### config.mk
export PLATFORM = sky130hd
export DESIGN_NAME = stable_two_key_record_sorter
export DESIGN_NICKNAME = d
export VERILOG_FILES = /design/src/design/ssrt_pkg.sv /design/src/design/ssrt_cell.sv /design/src/design/stable_two_key_record_sorter.sv
export SDC_FILE = /design/constraint.sdc
export NUM_CORES = 2
export LEC_CHECK = 0
export BUFFER_PORTS_ARGS = -buffer_cell sky130_fd_sc_hd__buf_2
export CAP_MARGIN = 0
export CORE_UTILIZATION = 60
export CTS_CLUSTER_DIAMETER = 120
export DETAILED_ROUTE_END_ITERATION = 12
export HOLD_SLACK_MARGIN = 0.03
export PLACE_DENSITY = 0.83
export SYNTH_ARGS = -nofsm -noshare
export SYNTH_HDL_FRONTEND = slang
export SYNTH_SLANG_ARGS = --single-unit
### constraint.sdc
create_clock -name clk_i -period 12.5 [get_ports clk_i]
set_input_delay 1.25 -clock clk_i [delete_from_list [all_inputs] [get_ports clk_i]]
set_output_delay 1.25 -clock clk_i [all_outputs]
set_load 0.02 [all_outputs]
### src/design/ssrt_pkg.sv
`timescale 1ns / 1ps

package ssrt_pkg;

  localparam int unsigned ScoreW = 10;
  localparam int unsigned TagW   = 8;

  typedef struct packed {
    logic [ScoreW-1:0] score_first;
    logic [ScoreW-1:0] score_second;
    logic [TagW-1:0]   record_tag;
    logic              end_of_batch;
  } in_word_t;

  typedef struct packed {
    logic [ScoreW-1:0] sorted_first;
    logic [ScoreW-1:0] sorted_second;
    logic [TagW-1:0]   sorted_tag;
    logic              last_of_run;
    logic              dropped_any;
  } out_word_t;

  typedef struct packed {
    logic [ScoreW-1:0] first;
    logic [ScoreW-1:0] second;
    logic [TagW-1:0]   tag;
  } rec_t;

  typedef struct packed {
    logic insert;
    logic pop;
  } cell_ctrl_t;

  // True when record a must stand strictly ahead of record b.
  function automatic logic rec_less(input rec_t a, input rec_t b);
    logic [ScoreW:0] sum_a;
    logic [ScoreW:0] sum_b;
    logic            res;
    sum_a = {1'b0, a.first} + {1'b0, a.second};
    sum_b = {1'b0, b.first} + {1'b0, b.second};
    if (sum_a != sum_b) begin
      res = (sum_a < sum_b);
    end else if (a.first != b.first) begin
      res = (a.first < b.first);
    end else begin
      res = (a.second < b.second);
    end
    return res;
  endfunction

endpackage

### src/design/ssrt_cell.sv
`timescale 1ns / 1ps

module ssrt_cell import ssrt_pkg::*; (
  input  logic       clk_i,
  input  logic       rst_ni,
  input  cell_ctrl_t ctrl_i,
  input  rec_t       new_rec_i,
  input  rec_t       prev_rec_i,
  input  logic       prev_valid_i,
  input  logic       prev_shift_i,
  input  rec_t       next_rec_i,
  input  logic       next_valid_i,
  output rec_t       rec_o,
  output logic       valid_o,
  output logic       shift_o
);

  rec_t rec_q, rec_d;
  logic valid_q, valid_d;

  assign shift_o = valid_q && rec_less(new_rec_i, rec_q);

  always_comb begin
    rec_d   = rec_q;
    valid_d = valid_q;
    if (ctrl_i.pop) begin
      rec_d   = next_rec_i;
      valid_d = next_valid_i;
    end else if (ctrl_i.insert) begin
      if (shift_o || (!valid_q && prev_valid_i)) begin
        valid_d = 1'b1;
        rec_d   = prev_shift_i ? prev_rec_i : new_rec_i;
      end
    end
  end

  always_ff @(posedge clk_i or negedge rst_ni) begin
    if (!rst_ni) begin
      valid_q <= 1'b0;
    end else begin
      valid_q <= valid_d;
    end
  end

  always_ff @(posedge clk_i) begin
    rec_q <= rec_d;
  end

  assign rec_o   = rec_q;
  assign valid_o = valid_q;

endmodule

### src/design/stable_two_key_record_sorter.sv
`timescale 1ns / 1ps

// Stable insertion sorter for one batch of records.
// Input channel: in_valid_i, in_stall_o and in_word_i. A word is taken at a rising
// edge with in_valid_i high and in_stall_o low. Each record is placed in a row of
// DEPTH cells as it is taken, one record per cycle while in_stall_o is low.
// Order is by score sum, then first score, then second score; equal records keep
// their arrival order. A record that arrives while all cells are full is dropped.
// The word marked end of batch is stored like any other and starts the drain:
// from the next cycle the sorted records leave on out_word_o, one per cycle that
// out_stall_i is low, taken from the head cell while the row shifts towards it.
// The final word carries last_of_run, and every word of a batch that lost records
// carries dropped_any. in_stall_o is high for the whole drain, which lasts until the
// final word is taken by the receiver.
// When out_stall_i is high the output word holds and the row does not move.
// Reset empties all cells and clears the drop flag; no output is pending after it.
module stable_two_key_record_sorter import ssrt_pkg::*; #(
  parameter int unsigned DEPTH = 32
) (
  input  logic      clk_i,
  input  logic      rst_ni,
  input  logic      in_valid_i,
  output logic      in_stall_o,
  input  in_word_t  in_word_i,
  output logic      out_valid_o,
  input  logic      out_stall_i,
  output out_word_t out_word_o
);

  rec_t       rec_w     [DEPTH];
  logic       valid_w   [DEPTH];
  logic       shift_w   [DEPTH];
  logic [DEPTH-1:0] valid_vec;
  rec_t       new_rec;
  cell_ctrl_t ctrl;
  logic       drain_q, drain_d;
  logic       overflow_q, overflow_d;
  logic       in_acc, out_acc, full, last_word;

  assign new_rec.first  = in_word_i.score_first;
  assign new_rec.second = in_word_i.score_second;
  assign new_rec.tag    = in_word_i.record_tag;

  assign in_stall_o = drain_q;
  assign in_acc     = in_valid_i && !drain_q;
  assign full       = valid_w[DEPTH-1];
  assign out_valid_o = drain_q && valid_w[0];
  assign out_acc    = out_valid_o && !out_stall_i;
  assign last_word  = !valid_w[1];

  assign ctrl.insert = in_acc && !full;
  assign ctrl.pop    = out_acc;

  for (genvar i = 0; i < DEPTH; i++) begin : g_cell
    rec_t prev_rec, next_rec;
    logic prev_valid, prev_shift, next_valid;
    if (i == 0) begin : g_head
      assign prev_rec   = new_rec;
      assign prev_valid = 1'b1;
      assign prev_shift = 1'b0;
    end else begin : g_body
      assign prev_rec   = rec_w[i-1];
      assign prev_valid = valid_w[i-1];
      assign prev_shift = shift_w[i-1];
    end
    if (i == DEPTH - 1) begin : g_tail
      assign next_rec   = rec_w[i];
      assign next_valid = 1'b0;
    end else begin : g_mid
      assign next_rec   = rec_w[i+1];
      assign next_valid = valid_w[i+1];
    end
    ssrt_cell u_cell (
      .clk_i        (clk_i),
      .rst_ni       (rst_ni),
      .ctrl_i       (ctrl),
      .new_rec_i    (new_rec),
      .prev_rec_i   (prev_rec),
      .prev_valid_i (prev_valid),
      .prev_shift_i (prev_shift),
      .next_rec_i   (next_rec),
      .next_valid_i (next_valid),
      .rec_o        (rec_w[i]),
      .valid_o      (valid_w[i]),
      .shift_o      (shift_w[i])
    );
    assign valid_vec[i] = valid_w[i];
  end

  always_comb begin
    drain_d    = drain_q;
    overflow_d = overflow_q;
    if (in_acc) begin
      if (full) begin
        overflow_d = 1'b1;
      end
      if (in_word_i.end_of_batch) begin
        drain_d = 1'b1;
      end
    end
    if (out_acc && last_word) begin
      drain_d    = 1'b0;
      overflow_d = 1'b0;
    end
  end

  always_ff @(posedge clk_i or negedge rst_ni) begin
    if (!rst_ni) begin
      drain_q    <= 1'b0;
      overflow_q <= 1'b0;
    end else begin
      drain_q    <= drain_d;
      overflow_q <= overflow_d;
    end
  end

  assign out_word_o.sorted_first  = rec_w[0].first;
  assign out_word_o.sorted_second = rec_w[0].second;
  assign out_word_o.sorted_tag    = rec_w[0].tag;
  assign out_word_o.last_of_run   = last_word;
  assign out_word_o.dropped_any   = overflow_q;

  a_drain_not_empty: assert property (@(posedge clk_i) disable iff (!rst_ni)
    drain_q |-> valid_w[0])
    else $error("drain running with an empty head cell");

  a_cells_packed: assert property (@(posedge clk_i) disable iff (!rst_ni)
    ((valid_vec >> 1) & ~valid_vec) == '0)
    else $error("occupied cells are not contiguous from the head");

  a_drain_ends: assert property (@(posedge clk_i) disable iff (!rst_ni)
    (out_acc && last_word) |=> (!drain_q && valid_vec == '0 && !overflow_q))
    else $error("store not empty after the final word");

  a_drain_continues: assert property (@(posedge clk_i) disable iff (!rst_ni)
    (out_acc && !last_word) |=> out_valid_o)
    else $error("drain stopped before the final word");

endmodule

======== Yosys cells after proc, flatten, opt, wreduce, memory -nomap -nowiden ========
Index checks and enable logic that the tools add are counted.
word-level totals
  bits in writable memories ............... 0
  memories ................................ 0
  bits in latches ......................... 0
  output and inout bits ................... 32
  word-level logic and storage cells ...... 819
  register bits after elaboration ......... 930
  input port bits ......................... 33
  memory bits (read-only) ................. 0
operators by class
  shift-type cells ........................ 0
  eq/ne operators ......................... 64
  add/subtract/negate cells ............... 33
  multiplexer cells ....................... 290
  $mul .................................... 0
  divide/modulo/power cells ............... 0
  reduce and logical (&&, ||, !) cells .... 205
  bitwise logic cells ..................... 1
  $lt $le $gt $ge ......................... 96
operators by type and width
  operator           count
  $mux 28            124
  $lt 10x10->1       64
  $add 10x10->11     33
  $lt 11x11->1       32
  $ne 11x11->1       32
  $ne 10x10->1       32
  $mux 1             166
  $reduce_bool 2->1  36
  $logic_and 1x1->1  68
  $reduce_and 2->1   34
  $logic_not 1->1    34
  $logic_or 1x1->1   32
  $reduce_and 3->1   1
  $not 1->1          1

======== Logic depth before layout (Yosys ltp) ========
  depth in word-level cells ............... 8
  mapped depth ............................ 21
  gate-level depth less buffers ........... 19

======== Hierarchy ========
From an unflattened synthesis, not the netlist that was laid out.
unflattened totals
  cell total of the unflattened synthesis .. 10534
  area, all modules ....................... 95430.3 um2
by module, submodules not included
  module                              area an instance (um2)  sequential area each (um2)  cells each  times used
  ssrt_cell at g_cell[15].u_cell ...  2995.4                  865.8                       331         14
  ssrt_cell at g_cell[0].u_cell ...   2964.1                  865.8                       328         11
  ssrt_cell at g_cell[4].u_cell ...   2960.3                  865.8                       323         4
  ssrt_cell at g_cell[5].u_cell ...   2965.3                  865.8                       327         2
  ssrt_cell at g_cell[3].u_cell       2966.6                  865.8                       329         1
  stable_two_key_record_sorter        151.4                   50.0                        17          1

======== Least setup slack after synthesis ========
No wires, ideal clock.
  path kind ............................... input to register
  start ................................... input in_word_i[9] (netlist name)
  end ..................................... register g_cell[10].u_cell.rec_q (netlist bit g_cell[10].u_cell.rec_o[0]) (enable)
  stages on the path ...................... 17
  slack ................................... 4.230 ns
  setup time .............................. 0.452 ns
  data arrival time ....................... 7.818 ns
  cell sequence ........................... ha_1 > fa_1 > a21oi_2 > o21ai_0 > xor2_1 > ha_1 > a211oi_1 > o21ai_0 > a21oi_1 > o2111ai_1 > a41o_1 > a211o_1 > o31a_1 > buf_2 > buf_4 > a21boi_0 > o21ai_0
on the way
  cells in the longest elaborated chain, start to end .. 7
  elaborated cells between the ends (all ways) .. 10
  classes of those cells .................. 1 x add/sub; 2 x order compare; 1 x eq/ne; 2 x mux; 4 x reduce/logical
ends and longest elaborated chain
  item                                            RTL line                            RTL
  start: declaration                              stable_two_key_record_sorter.sv:24  input in_word_t in_word_i,
  $add 10x10->11 or $lt 10x10->1 (tied branches)  ssrt_pkg.sv:39, ssrt_pkg.sv:46
  $lt 11x11->1, or another cell as far along      ssrt_pkg.sv:42                      res = (sum_a < sum_b);
  $mux 1 (*)                                      ssrt_pkg.sv:41                      if (sum_a != sum_b) begin
  $logic_and 1x1->1 (*)                           ssrt_cell.sv:21                     assign shift_o = valid_q && rec_less(new_rec_i, rec_q);
  $logic_or 1x1->1 (*)                            ssrt_cell.sv:30                     if (shift_o || (!valid_q && prev_valid_i)) begin
  $reduce_bool 2->1 (no line) (*)                 --
  $reduce_and 2->1 (no line) (*)                  --
  end signal: assignment                          ssrt_cell.sv:46                     rec_q <= rec_d;
  end: declaration                                ssrt_cell.sv:18                     rec_t rec_q, rec_d;
Mark *: on every way between the ends. The rest lies on a longest branch, timed or not.
A chain may end at the register's enable or synchronous reset.

======== Worst setup path after layout ========
  start ................................... input in_word_i[19] (netlist name)
  end ..................................... register g_cell[5].u_cell.rec_q (netlist bit g_cell[5].u_cell.rec_o[19]) (enable)
on the way
  cells in the longest elaborated chain, start to end .. 7
  elaborated cells between the ends (all ways) .. 11
  classes of those cells .................. 1 x add/sub; 2 x order compare; 2 x eq/ne; 2 x mux; 4 x reduce/logical
ends and longest elaborated chain
  item                                          RTL line         RTL
  $add 10x10->11, or another cell as far along  ssrt_pkg.sv:39   sum_a = {1'b0, a.first} + {1'b0, a.second};
  $lt 11x11->1, or another cell as far along    ssrt_pkg.sv:42
  $mux 1 (*)                                    ssrt_pkg.sv:41
  $logic_and 1x1->1 (*)                         ssrt_cell.sv:21
  $logic_or 1x1->1 (*)                          ssrt_cell.sv:30
  $reduce_bool 2->1 (no line) (*)               --
  $reduce_and 2->1 (no line) (*)                --
  end signal: assignment                        ssrt_cell.sv:46
  end: declaration                              ssrt_cell.sv:18
Marks and branches as above.

==> metrics.csv <==
metric,value,unit
status,"finished, final reports clean",
cts_made_buffers,106,
synth_area,80600,sq um
grt_pass1_vias,67500,
grt_pass1_wl,406000,um
max_cap_viol_count,0,
wl_per_cell,26.4,um
worstSetupEndpointType,flip-flop,
synth_top_cell_area_share,33.4,%
gr-total-overflow,0,
fin_setup_tns,0,ps
finalHoldViolations,0,
cp_data_arrival_time,7360,ps
placed_area,82800,sq um
antenna_found_initial,5,
crit_path_top_delay_cell,a21o_1,
period_share,56.0,%
setup_slack,5500,ps
worst_pin_slew,1270,ps
drive_gt1_share,5.65,%
synthesis.nets,9794,
rsz0062_at_grt,no,
place_congestion,1.02,
path_cells,buf_2 > buf_4 > ha_1 > a21o_1 > a21oi_1 > o21ai_0 > a21oi_1 > xnor2_2 > buf_4 > ha_1 > a21o_1 > o211ai_1 > a221oi_1 > o311ai_0 > nand3_2 > o21ai_0 > a21o_1,
max_freq,0.143,GHz
dp_slack,4920,ps
dr.first_iter.drc_count,8903,
clock-sinks,930,
synth-edff-count,896,
period_minus_slack,7000,ps
synthToLayoutAreaGrowth,7.30,%
cts_setup_buffers,0,
viasPerCell,6.74,
design_area,86500,sq um
fin_nets,9689,
ys.flop_type,edfxtp_1,
hold_buffers,0,
yosys_warnings,0,
drt_wl_total,272000,um
crit_required,12860,ps
die_h,368,um
maxSlewViolCount,0,
path_clk_slew,60,ps
ctsResizeCount,0,
slowest_delay,980,ps
cts_tree,done,
synth_area_leaders,"edfxtp_1, ha_1, mux2i_1",
io_pins,65,
clk_path_buf_depth,3,
vias,69400,
fillCellCount,10600,
critPathMaxFanout,31,
port_buffers,64,
drt_pass1_iterations,9,
num_rows,134,
ys_async_sr_fraction,3.66,%
synth_cells,8541,
ys_seq_elements,930,
dpl.hpwl,193000,um
core_area,133000,sq um
cts_root_buf,clkbuf_16,
clock_skew,72.6,ps
finalSetupViolCount,0,
critical_path_class,in -> reg,
slew_headroom,15.4,%
die_x,368,um
final_antenna_net_count,0,
syn_area_per_cell,9.44,sq um
die-area,136000,sq um
start_util,60.5,%
fin_cells,10300,
grt_max_degree,235,
cp_common_cell,a21o_1,
drc,0,
seq_area_frac_synth,34.4,%
clkLatencyLatePin,800,ps
yosysTopAreaCell,edfxtp_1,
critPathTopFamily,compound AO/OA/AOI/OAI gates,
start_kind,input port,
yosysUniqueCellTypes,89,
grt_usage,39.1,%
htreeDepth,3,
place_inst,10100,
hp-class,reg -> reg,
crit_buf_inv,3,
state kept, by name (all words and copies together), names as in the netlist:
signal,flops
g_cell.u_cell.rec_o,896
g_cell.u_cell.valid_o,32
in_stall_o,1
overflow_q,1
cells in the final DEF, fill, tap and decap left out, types with 16 or more instances in the layout:
cell | Yosys | routed
buf_2 | 54 | 46
a21oi_1 | 514 | 513
a21boi_0 | 27 | 27
nor2_1 | 299 | 299
o221ai_1 | 19 | 19
a31oi_1 | 23 | 20
o21a_1 | 87 | 87
o31ai_1 | 25 | 25
buf_4 | 50 | 144
nor4_1 | 16 | 16
o21ai_0 | 1020 | 994
xor2_1 | 112 | 110
or2_2 | 21 | 21
o21bai_1 | 66 | 66
a21o_1 | 171 | 170
edfxtp_1 | 896 | 896
a211o_1 | 27 | 27
clkinv_2 | 0 | 23
a211oi_1 | 104 | 102
o211ai_1 | 55 | 55
a2111oi_0 | 38 | 38
mux2i_1 | 803 | 803
nand4_1 | 105 | 105
nor3_1 | 67 | 66
clkbuf_1 | 271 | 18
nand2b_1 | 116 | 115
o21ai_2 | 0 | 25
xnor2_1 | 166 | 162
o2111ai_1 | 20 | 20
ha_1 | 1188 | 1188
o22ai_1 | 40 | 39
inv_1 | 763 | 761
dfrtp_1 | 34 | 34
clkbuf_16 | 0 | 106
nand3_1 | 96 | 94
fa_1 | 32 | 31
nor2b_1 | 60 | 59
nand2_1 | 936 | 936
kinds of logic after synthesis:
| group | Yosys count | synth area share, % |
|---|---|---|
| compound gates | 2340 | 17.3 |
| simple gates | 1771 | 9.76 |
| fa+ha+maj | 1235 | 19.4 |
| buf+inv | 1170 | 5.83 |
| flops | 930 | 34.4 |
| mux | 813 | 10.1 |
| xor+xnor | 282 | 3.12 |
Yosys cell counts (60+ instances only):
| cell | instances |
|---|---|
| inv_1 | 763 |
| nor3_1 | 67 |
| xor2_1 | 112 |
| o21ai_0 | 1020 |
| nand2_1 | 936 |
| a211oi_1 | 104 |
| nand3_1 | 96 |
| nand4_1 | 105 |
| clkbuf_1 | 271 |
| mux2i_1 | 803 |
| edfxtp_1 | 896 |
| ha_1 | 1188 |
| nor2_1 | 299 |
| nand2b_1 | 116 |
| o21a_1 | 87 |
| o21bai_1 | 66 |
| nor2b_1 | 60 |
| a21o_1 | 171 |
| xnor2_1 | 166 |
| a21oi_1 | 514 |
final timing paths:
check,start,end,slack (ps),depth (start not counted)
max,in_word_i[19],g_cell[5].u_cell.rec_o[19]$_DFFE_PP_,5500,17
min,overflow_q$_DFFE_PN0P_,overflow_q$_DFFE_PN0P_,500,2
max reg2reg,g_cell[5].u_cell.rec_o[9]$_DFFE_PP_,g_cell[5].u_cell.rec_o[19]$_DFFE_PP_,6140,18
min reg2reg,overflow_q$_DFFE_PN0P_,overflow_q$_DFFE_PN0P_,500,2
max in group asynchronous,rst_ni,g_cell[5].u_cell.valid_o$_DFFE_PN0P_,11420,2
min in group asynchronous,rst_ni,g_cell[6].u_cell.valid_o$_DFFE_PN0P_,610,2
routing by layer:
metal	wire [um]	track usage, %
met4	17200	21.4
met3	32800	8.50
met5	9	0
met1	103000	50.8
met2	119000	60.4
cell type report:
cell class / instances / area, sq um / area share (%)
flip-flops and latches: 930 / 27800 / 32.1
clock inverters: 69 / 853 / 0.987
clock buffers: 131 / 2820 / 3.26
repair buffers: 194 / 1390 / 1.61
diodes: 4 / 10.0 / 0.0116
inverters: 763 / 2860 / 3.31
multi-input cells: 6441 / 48600 / 56.2
well taps: 1768 / 2210 / 2.56
metrics by stage:
step	utilization (%)	hold slack [ps]
3_3_place_gp	62.1	483
4_1_cts	64.9	506
2_1_floorplan	-	464
3_5_place_dp	62.1	494
5_1_grt	64.9	522
6_report	64.9	501
tightest hold or removal path, cell delays in order, from the launching register on:
cell	delay (ps)
dfrtp_1	340
a31oi_1	50
nor2_1	70
Power is left out: the tool's default activity adds up to more than one toggle a clock period on the data nets, which glitch-free logic cannot reach.
